--- src/hw/rtl/hsvc_pkg.sv ---
// Shared types and constants for the HSV/RGB color converter.
// No dependencies.
package hsvc_pkg;

    localparam int unsigned HUE_W = 13;
    localparam int unsigned CH_W  = 8;

    // hue units: 960 per 60-degree sector, 5760 per turn
    localparam logic [HUE_W-1:0] SECTOR_SPAN = 13'd960;
    localparam logic [HUE_W-1:0] HUE_TURN    = 13'd5760;
    localparam logic [17:0]      FULL_SCALE  = 18'd244800;  // 255 * 960

    // floor(n / 244800) == (n * FULL_RECIP) >> FULL_RECIP_SH for any 26-bit n
    localparam logic [26:0]      FULL_RECIP    = 27'd71863506;
    localparam int unsigned      FULL_RECIP_SH = 44;

    // pipelined divider geometry
    localparam int unsigned DIV_NW = 26;
    localparam int unsigned DIV_DW = 18;
    localparam int unsigned DIV_QW = 10;
    localparam int unsigned FRONT_STAGES = 3;

    typedef enum logic [1:0] {
        MAX_RED   = 2'd0,
        MAX_GREEN = 2'd1,
        MAX_BLUE  = 2'd2
    } t_maxsel;

    typedef struct packed {
        logic             kind;
        logic [CH_W-1:0]  red_in;
        logic [CH_W-1:0]  green_in;
        logic [CH_W-1:0]  blue_in;
        logic [HUE_W-1:0] hue_in;
        logic [CH_W-1:0]  sat_in;
        logic [CH_W-1:0]  bright_in;
        logic [CH_W-1:0]  alpha_in;
    } t_pix_in;

    typedef struct packed {
        logic [CH_W-1:0]  red_out;
        logic [CH_W-1:0]  green_out;
        logic [CH_W-1:0]  blue_out;
        logic [HUE_W-1:0] hue_out;
        logic [CH_W-1:0]  sat_out;
        logic [CH_W-1:0]  bright_out;
        logic [CH_W-1:0]  alpha_out;
    } t_pix_out;

    // control that rides alongside the divider lanes
    typedef struct packed {
        t_pix_in  item;
        logic [2:0] sector;
        t_maxsel  maxsel;
        logic     hneg;
        logic     grey;
    } t_side;

endpackage

--- src/hw/rtl/hsvc_divpipe.sv ---
// Pipelined restoring divider, one quotient bit per register stage.
// Uses no package. Caller guarantees num >> QW < den.
module hsvc_divpipe #(
    parameter int unsigned NW = 26,
    parameter int unsigned DW = 18,
    parameter int unsigned QW = 10
) (
    input  logic          i_clk,
    input  logic          i_en,
    input  logic [NW-1:0] i_num,
    input  logic [DW-1:0] i_den,
    output logic [QW-1:0] o_quo
);

    logic [DW-1:0] r_rem [QW];
    logic [DW-1:0] r_den [QW];
    logic [QW-1:0] r_low [QW];
    logic [QW-1:0] r_quo [QW];

    for (genvar k = 0; k < QW; k++) begin : g_stage
        logic [DW-1:0] rem_in;
        logic [DW-1:0] den_in;
        logic [QW-1:0] low_in;
        logic [QW-1:0] quo_in;
        logic [DW:0]   trial;
        logic [DW-1:0] n_rem;
        logic          qbit;

        if (k == 0) begin : g_first
            assign rem_in = DW'(i_num[NW-1:QW]);
            assign den_in = i_den;
            assign low_in = i_num[QW-1:0];
            assign quo_in = '0;
        end else begin : g_next
            assign rem_in = r_rem[k-1];
            assign den_in = r_den[k-1];
            assign low_in = r_low[k-1];
            assign quo_in = r_quo[k-1];
        end

        always_comb begin
            trial = {rem_in, low_in[QW-1-k]};
            qbit  = (trial >= {1'b0, den_in});
            n_rem = qbit ? DW'(trial - {1'b0, den_in}) : DW'(trial);
        end

        always_ff @(posedge i_clk) begin
            if (i_en) begin
                r_rem[k] <= n_rem;
                r_den[k] <= den_in;
                r_low[k] <= low_in;
                r_quo[k] <= {quo_in[QW-2:0], qbit};
            end
        end
    end

    assign o_quo = r_quo[QW-1];

endmodule

--- src/hw/rtl/hsvc_front.sv ---
// Front end: min/max, sector split, products and divider numerators.
// Three register stages; depends on hsvc_pkg.
module hsvc_front (
    input  logic             i_clk,
    input  logic             i_en,
    input  hsvc_pkg::t_pix_in i_item,
    output hsvc_pkg::t_side  o_side,
    output logic [hsvc_pkg::DIV_NW-1:0] o_num [5],
    output logic [hsvc_pkg::DIV_DW-1:0] o_den [2]
);
    // lanes: 0 sat, 1 hue, 2 p, 3 q, 4 t; only sat and hue have a variable divisor

    // ---- stage A
    hsvc_pkg::t_pix_in r_a_item;
    logic [12:0]       r_a_h;
    logic [7:0]        r_a_mx, r_a_d, r_a_mag;
    logic              r_a_neg;
    hsvc_pkg::t_maxsel r_a_sel;

    logic [12:0]       n_a_h;
    logic [7:0]        n_a_mx, n_a_mn, n_a_mag;
    logic              n_a_neg;
    hsvc_pkg::t_maxsel n_a_sel;
    logic [7:0]        cr, cg, cb;

    always_comb begin
        cr = i_item.red_in;
        cg = i_item.green_in;
        cb = i_item.blue_in;
        n_a_h = (i_item.hue_in >= hsvc_pkg::HUE_TURN) ?
                i_item.hue_in - hsvc_pkg::HUE_TURN : i_item.hue_in;
        n_a_mx = (cr > cg) ? cr : cg;
        if (cb > n_a_mx) n_a_mx = cb;
        n_a_mn = (cr < cg) ? cr : cg;
        if (cb < n_a_mn) n_a_mn = cb;
        priority if (cr >= cg && cr >= cb) begin
            n_a_sel = hsvc_pkg::MAX_RED;
            n_a_neg = cg < cb;
            n_a_mag = n_a_neg ? cb - cg : cg - cb;
        end else if (cg >= cb) begin
            n_a_sel = hsvc_pkg::MAX_GREEN;
            n_a_neg = cb < cr;
            n_a_mag = n_a_neg ? cr - cb : cb - cr;
        end else begin
            n_a_sel = hsvc_pkg::MAX_BLUE;
            n_a_neg = cr < cg;
            n_a_mag = n_a_neg ? cg - cr : cr - cg;
        end
    end

    always_ff @(posedge i_clk) begin
        if (i_en) begin
            r_a_item <= i_item;
            r_a_h    <= n_a_h;
            r_a_mx   <= n_a_mx;
            r_a_d    <= n_a_mx - n_a_mn;
            r_a_mag  <= n_a_mag;
            r_a_neg  <= n_a_neg;
            r_a_sel  <= n_a_sel;
        end
    end

    // ---- stage B
    hsvc_pkg::t_side r_b_side;
    logic [7:0]  r_b_mx, r_b_d;
    logic [15:0] r_b_pnum, r_b_snum;
    logic [17:0] r_b_fs, r_b_gs, r_b_hnum;

    logic [2:0]  n_b_sec;
    logic [12:0] sec_base;
    logic [9:0]  f, g;
    logic [7:0]  s, v;

    always_comb begin
        s = r_a_item.sat_in;
        v = r_a_item.bright_in;
        priority if (r_a_h >= 13'd4800) n_b_sec = 3'd5;
        else if (r_a_h >= 13'd3840)     n_b_sec = 3'd4;
        else if (r_a_h >= 13'd2880)     n_b_sec = 3'd3;
        else if (r_a_h >= 13'd1920)     n_b_sec = 3'd2;
        else if (r_a_h >= 13'd960)      n_b_sec = 3'd1;
        else                            n_b_sec = 3'd0;
        sec_base = 13'(n_b_sec) * hsvc_pkg::SECTOR_SPAN;
        f = 10'(r_a_h - sec_base);
        g = 10'(hsvc_pkg::SECTOR_SPAN) - f;
    end

    always_ff @(posedge i_clk) begin
        if (i_en) begin
            r_b_side.item   <= r_a_item;
            r_b_side.sector <= n_b_sec;
            r_b_side.maxsel <= r_a_sel;
            r_b_side.hneg   <= r_a_neg;
            r_b_side.grey   <= (r_a_d == 8'd0);
            r_b_mx   <= r_a_mx;
            r_b_d    <= r_a_d;
            r_b_pnum <= 16'(v) * 16'(8'd255 - s) + 16'd127;
            r_b_fs   <= 18'(f) * 18'(s);
            r_b_gs   <= 18'(g) * 18'(s);
            r_b_hnum <= 18'(r_a_mag) * 18'd960 + 18'(r_a_d >> 1);
            r_b_snum <= 16'(r_a_d) * 16'd255 + 16'(r_a_mx >> 1);
        end
    end

    // ---- stage C
    hsvc_pkg::t_side r_c_side;
    logic [hsvc_pkg::DIV_NW-1:0] r_c_num [5];
    logic [hsvc_pkg::DIV_DW-1:0] r_c_den [2];
    logic [7:0] bv;

    assign bv = r_b_side.item.bright_in;

    always_ff @(posedge i_clk) begin
        if (i_en) begin
            r_c_side   <= r_b_side;
            r_c_num[0] <= 26'(r_b_snum);
            r_c_den[0] <= (r_b_mx == 8'd0) ? 18'd1 : 18'(r_b_mx);
            r_c_num[1] <= 26'(r_b_hnum);
            r_c_den[1] <= (r_b_d == 8'd0) ? 18'd1 : 18'(r_b_d);
            r_c_num[2] <= 26'(r_b_pnum);
            r_c_num[3] <= 26'(bv) * 26'(hsvc_pkg::FULL_SCALE - r_b_fs)
                          + 26'(hsvc_pkg::FULL_SCALE >> 1);
            r_c_num[4] <= 26'(bv) * 26'(hsvc_pkg::FULL_SCALE - r_b_gs)
                          + 26'(hsvc_pkg::FULL_SCALE >> 1);
        end
    end

    assign o_side = r_c_side;
    assign o_num  = r_c_num;
    assign o_den  = r_c_den;

endmodule

--- src/hw/rtl/hsv_rgb_color_converter.sv ---
// Top level of the HSV/RGB converter: front end, two divider lanes, result stage.
// Depends on hsvc_pkg, hsvc_front, hsvc_divpipe.
//
//  channel | valid      | ready       | payload
//  --------+------------+-------------+------------------
//  in      | i_in_valid | o_in_ready  | i_in  (t_pix_in)
//  out     | o_out_valid| i_out_ready | o_out (t_pix_out)
//
// One pixel per cycle unless the output stalls. The path has three front stages, ten divider
// stages (one quotient bit each), one output register. p, q and t divide by
// constants via reciprocal multiply and ride a delay line matching the divider.
// Reset clears the valid bits only. The whole pipeline holds while a result
// waits on the output and i_out_ready is low; bubbles are not squeezed out.
module hsv_rgb_color_converter (
    input  logic               i_clk,
    input  logic               i_rst_n,
    input  logic               i_in_valid,
    output logic               o_in_ready,
    input  hsvc_pkg::t_pix_in  i_in,
    output logic               o_out_valid,
    input  logic               i_out_ready,
    output hsvc_pkg::t_pix_out o_out
);
    localparam int unsigned NSTG = hsvc_pkg::FRONT_STAGES + hsvc_pkg::DIV_QW;
    localparam int unsigned QW   = hsvc_pkg::DIV_QW;

    logic en;
    logic [NSTG-1:0] r_vld;
    logic r_out_valid, r_out_kind;
    hsvc_pkg::t_pix_out r_out, n_out;

    hsvc_pkg::t_side side_c;
    hsvc_pkg::t_side r_side [QW];
    logic [hsvc_pkg::DIV_NW-1:0] num [5];
    logic [hsvc_pkg::DIV_DW-1:0] den [2];
    logic [QW-1:0] quo [2];

    // constant-divisor lanes: p, q, t
    logic [15:0]      p_sum;
    logic [52:0]      q_prod, t_prod;
    logic [2:0][7:0]  pqt_c;
    logic [2:0][7:0]  r_pqt [QW];

    assign en = !r_out_valid || i_out_ready;
    assign o_in_ready = en;

    hsvc_front u_front (
        .i_clk  (i_clk),
        .i_en   (en),
        .i_item (i_in),
        .o_side (side_c),
        .o_num  (num),
        .o_den  (den)
    );

    for (genvar l = 0; l < 2; l++) begin : g_lane
        hsvc_divpipe #(
            .NW (hsvc_pkg::DIV_NW),
            .DW (hsvc_pkg::DIV_DW),
            .QW (QW)
        ) u_div (
            .i_clk (i_clk),
            .i_en  (en),
            .i_num (num[l]),
            .i_den (den[l]),
            .o_quo (quo[l])
        );
    end

    // n/255 == (n + (n >> 8) + 1) >> 8 for n below 65535
    always_comb begin
        p_sum    = num[2][15:0] + {8'd0, num[2][15:8]} + 16'd1;
        q_prod   = 53'(num[3]) * 53'(hsvc_pkg::FULL_RECIP);
        t_prod   = 53'(num[4]) * 53'(hsvc_pkg::FULL_RECIP);
        pqt_c[0] = p_sum[15:8];
        pqt_c[1] = q_prod[hsvc_pkg::FULL_RECIP_SH +: 8];
        pqt_c[2] = t_prod[hsvc_pkg::FULL_RECIP_SH +: 8];
    end

    always_ff @(posedge i_clk) begin
        if (en) begin
            r_side[0] <= side_c;
            r_pqt[0]  <= pqt_c;
            for (int k = 1; k < QW; k++) begin
                r_side[k] <= r_side[k-1];
                r_pqt[k]  <= r_pqt[k-1];
            end
        end
    end

    // result stage
    hsvc_pkg::t_side sd;
    logic [7:0]  v, p, q, t;
    logic [12:0] hq, hue;

    always_comb begin
        sd = r_side[QW-1];
        v  = sd.item.bright_in;
        p  = r_pqt[QW-1][0];
        q  = r_pqt[QW-1][1];
        t  = r_pqt[QW-1][2];
        hq = 13'(quo[1]);
        n_out.alpha_out  = sd.item.alpha_in;
        n_out.red_out    = sd.item.red_in;
        n_out.green_out  = sd.item.green_in;
        n_out.blue_out   = sd.item.blue_in;
        n_out.hue_out    = sd.item.hue_in;
        n_out.sat_out    = sd.item.sat_in;
        n_out.bright_out = sd.item.bright_in;
        unique case (sd.maxsel)
            hsvc_pkg::MAX_RED:
                hue = !sd.hneg ? hq : (hq == 13'd0 ? 13'd0 : hsvc_pkg::HUE_TURN - hq);
            hsvc_pkg::MAX_GREEN:
                hue = sd.hneg ? 13'd1920 - hq : 13'd1920 + hq;
            default:
                hue = sd.hneg ? 13'd3840 - hq : 13'd3840 + hq;
        endcase
        if (sd.item.kind) begin
            n_out.bright_out = (sd.item.red_in > sd.item.green_in) ?
                               sd.item.red_in : sd.item.green_in;
            if (sd.item.blue_in > n_out.bright_out) n_out.bright_out = sd.item.blue_in;
            n_out.sat_out = quo[0][7:0];
            n_out.hue_out = sd.grey ? 13'd0 : hue;
        end else begin
            unique case (sd.sector)
                3'd0: {n_out.red_out, n_out.green_out, n_out.blue_out} = {v, t, p};
                3'd1: {n_out.red_out, n_out.green_out, n_out.blue_out} = {q, v, p};
                3'd2: {n_out.red_out, n_out.green_out, n_out.blue_out} = {p, v, t};
                3'd3: {n_out.red_out, n_out.green_out, n_out.blue_out} = {p, q, v};
                3'd4: {n_out.red_out, n_out.green_out, n_out.blue_out} = {t, p, v};
                default: {n_out.red_out, n_out.green_out, n_out.blue_out} = {v, p, q};
            endcase
        end
    end

    always_ff @(posedge i_clk) begin
        if (!i_rst_n) begin
            r_vld       <= '0;
            r_out_valid <= 1'b0;
        end else if (en) begin
            r_vld       <= {r_vld[NSTG-2:0], i_in_valid};
            r_out_valid <= r_vld[NSTG-1];
        end
    end

    always_ff @(posedge i_clk) begin
        if (en) begin
            r_out      <= n_out;
            r_out_kind <= sd.item.kind;
        end
    end

    assign o_out_valid = r_out_valid;
    assign o_out       = r_out;

    // assertions
    a_ready_when_empty: assert property (@(posedge i_clk) disable iff (!i_rst_n)
        !o_out_valid |-> o_in_ready)
        else $error("input stalled with empty output");

    a_hold_on_stall: assert property (@(posedge i_clk) disable iff (!i_rst_n)
        !o_in_ready |=> $stable(r_vld))
        else $error("pipeline moved during stall");

    a_hue_range: assert property (@(posedge i_clk) disable iff (!i_rst_n)
        (o_out_valid && r_out_kind) |-> (o_out.hue_out < hsvc_pkg::HUE_TURN))
        else $error("computed hue out of range");

    a_grey_hsv: assert property (@(posedge i_clk) disable iff (!i_rst_n)
        (o_out_valid && !r_out_kind && o_out.sat_out == 8'd0) |->
        (o_out.red_out == o_out.bright_out && o_out.green_out == o_out.bright_out
         && o_out.blue_out == o_out.bright_out))
        else $error("zero saturation gave non-grey pixel");

endmodule
--- config.mk ---
export PLATFORM = sky130hd
export DESIGN_NAME = hsv_rgb_color_converter
export DESIGN_NICKNAME = d
export VERILOG_FILES = /design/src/hw/rtl/hsvc_pkg.sv /design/src/hw/rtl/hsvc_divpipe.sv /design/src/hw/rtl/hsvc_front.sv /design/src/hw/rtl/hsv_rgb_color_converter.sv
export SDC_FILE = /design/constraint.sdc
export NUM_CORES = 2
export LEC_CHECK = 0
export BUFFER_PORTS_ARGS = -buffer_cell sky130_fd_sc_hd__buf_2
export CAP_MARGIN = 10
export CORE_MARGIN = 10
export CORE_UTILIZATION = 33
export CTS_BUF_LIST = sky130_fd_sc_hd__clkbuf_2
export DETAILED_ROUTE_END_ITERATION = 10
export PLACE_DENSITY = 0.54
export SYNTH_ARGS = -nofsm -noshare
export SYNTH_HDL_FRONTEND = slang
export SYNTH_SLANG_ARGS = --single-unit
--- constraint.sdc ---
create_clock -name i_clk -period 62.1 [get_ports i_clk]
set_clock_uncertainty 0.2 [all_clocks]
set_input_delay 3.105 -clock i_clk [delete_from_list [all_inputs] [get_ports i_clk]]
set_output_delay 3.105 -clock i_clk [all_outputs]
set_load 0.1 [all_outputs]
==> metrics.cfg <==
[timing]
fin_tns_setup_ns=0
slew_headroom_pct=20.0
hold_viol=0
rsz0062_at_grt=false
post-route-period-util_pct=13.8
worst_pin_slew_ns=1.20
max_freq_ghz=0.116
setup_viol=0
min_period_ns=8.59
slew_viol_final=0

[synth]
syn_area_um2=118000
synth_edf_count=2081
syn_nets=10800
ys_ff_latch=2095
yosysSeqAreaShare_pct=53.2
syn_inst=8913
ys_types=79
synth.avg_cell_area_um2=13.2
yosysWarnings=0
async_flop_share_pct=0
synth_ff_type=edfxtp_1

[cts]
h-tree-depth=6
clkSinkCount=2095
ctsRootBufferMaster=clkbuf_2
clk_latency_ns=1.73
cts_buffers=544
post_cts_buffers=0
clkTransAtPathRegs_ns=0.11
cts-resized-gates=0
cts_buffer_depth=4
cts-hold-fix-buffers=0
cts_tree=built

[layout]
fin_nets=11400
num-fill-cells=34400
drive_gt1_share_pct=10.9
synthToLayoutAreaGrowth_pct=9.72
post-route-util_pct=36.4

[detailed_routing]
wl_um=242000
wl_per_cell_um=16.6
ant_nets=0
detail_route.iter0.violations=3688
vias=66600
drtPass1Iterations=7
drc=0
viasPerCell=4.55

[global_routing]
grt_antenna_before_repair=17
grt_pass1_wl_um=387000
grt_max_degree=97
grt_usage_pct=12.5
grt-ovfl-total=0
first_global_vias=71200

[floorplanning]
start_util_pct=33.1
die_w_um=618
die_h_um=618
coreArea_um2=356000
fp-row-count=219
design.portCount=129
die_area_um2=382000

[job]
cap_violations=0

[worst_hold_path]
hold_class=reg -> reg

[placed_design]
gp_congestion=0.871
hpwl_um=181000
portBuffers=128

[critical_path]
crit_arrival_ns=5.29
cp-start-kind=input port
cp_max_fo=96
crit_path_end_kind=output pin
worstPathRequired_ns=58.80
crit_type=in -> out

[outcome]
outcome=completed

-- synth_stat cells (61+ instances only) --
cell / instances / area (um2)
nor2b_1: 130 / 813
nand2_1: 462 / 1730
and2_1: 222 / 1390
nand4_1: 66 / 413
fa_1: 773 / 15500
a21boi_0: 67 / 503
ha_1: 1057 / 13200
clkbuf_1: 127 / 477
nor3_1: 119 / 596
nand2b_1: 130 / 813
xnor2_1: 272 / 2380
o21ai_0: 219 / 1100
o21a_1: 61 / 458
edfxtp_1: 2081 / 62500
inv_1: 1521 / 5710
nor2_1: 327 / 1230
nand3_1: 106 / 531
xor2_1: 153 / 1340
a21oi_1: 318 / 1590
a21o_1: 65 / 488
-- cells in the final DEF (no fill, tap or decap), drive strengths merged, types with 149 or more instances in the layout --
cell type,synthesis,layout
buf,13,183
nor2,329,329
inv,1522,1541
o21ai,225,225
fa,773,773
nand2,462,462
clkbuf,127,731
clkinv,1,149
edfxtp,2081,2081
xnor2,272,272
a21oi,319,319
ha,1057,1057
xor2,153,153
and2,222,222
-- state kept, by name, indices dropped and copies added, names as in the netlist, 16 cells and up --
name,cells
u_front.r_b_snum,16
u_front.r_b_hnum,18
o_out,61
r_pqt,240
u_front.r_b_fs,17
u_front.o_side,69
g_lane.u_div.r_den,144
u_front.r_b_pnum,16
u_front.r_b_side,61
u_front.r_b_gs,18
r_side,690
u_front.o_den,16
g_lane.u_div.r_low,90
u_front.o_num,101
g_lane.u_div.r_rem,320
g_lane.u_div.r_quo,91
u_front.r_a_item,39
-- worst max-delay path: stages --
cell and delay (ns):
buf_2 0.10, nor2b_1 0.90, inv_8 0.45, buf_2 0.55
-- final timing paths --
path / start / end / slack [ns] / depth (start not counted)
worst max-delay path: i_out_ready / o_in_ready / 53.51 / 4
worst min-delay path: r_pqt[1][22]$_DFFE_PP_ / r_pqt[2][22]$_DFFE_PP_ / 0.06 / 0
worst max register to register: u_front.r_a_h[7]$_DFFE_PP_ / u_front.r_b_gs[17]$_DFFE_PP_ / 53.58 / 31
worst min register to register: r_pqt[1][22]$_DFFE_PP_ / r_pqt[2][22]$_DFFE_PP_ / 0.06 / 0
-- per-layer routing --
metal	track usage, %	vias to the layer above	share of wire, %
li1	-	32200	-
met1	15.9	32600	43
met2	21.6	1307	50
met3	2.19	430	3.9
met4	4.45	6	3.1
met5	0	-	0.019
-- kinds of logic after synthesis --
| logic type | after synthesis | share of synthesized area (%) |
|---|---|---|
| AOI/OAI and AO/OA | 1015 | 5.41 |
| muxes | 98 | 0.881 |
| buffers and inverters | 1663 | 5.30 |
| xor gates and xnor gates | 426 | 3.18 |
| and+or+nand+nor | 1786 | 7.67 |
| DFF | 2095 | 53.2 |
| adders and majority gates | 1830 | 24.3 |
-- area by class of cell --
cell class	instances	area (um2)	share of cell area, %
diodes	11	27.5	0.0213
clock buffers	731	3660	2.83
clock inverters	191	1290	0.996
inverters	1523	5720	4.42
multi-input cells	5155	48900	37.8
flip-flops and latches	2095	62800	48.5
well taps	4751	5940	4.59
repair buffers	183	1050	0.814
-- per-stage QoR --
stage	instance area [um2]	hold slack [ns]	cells	setup slack, ns
after floorplan	118000	0.200	8913	29.16
after global placement	124000	0.200	13700	52.51
after detailed placement	124000	0.205	13700	52.33
after CTS	129000	0.0548	14600	53.55
after global routing	129000	0.106	14600	52.81
final	129000	0.0557	14600	53.51
Power is left out: the tool's default activity adds up to more than one toggle a clock period on the data nets, which glitch-free logic cannot reach.
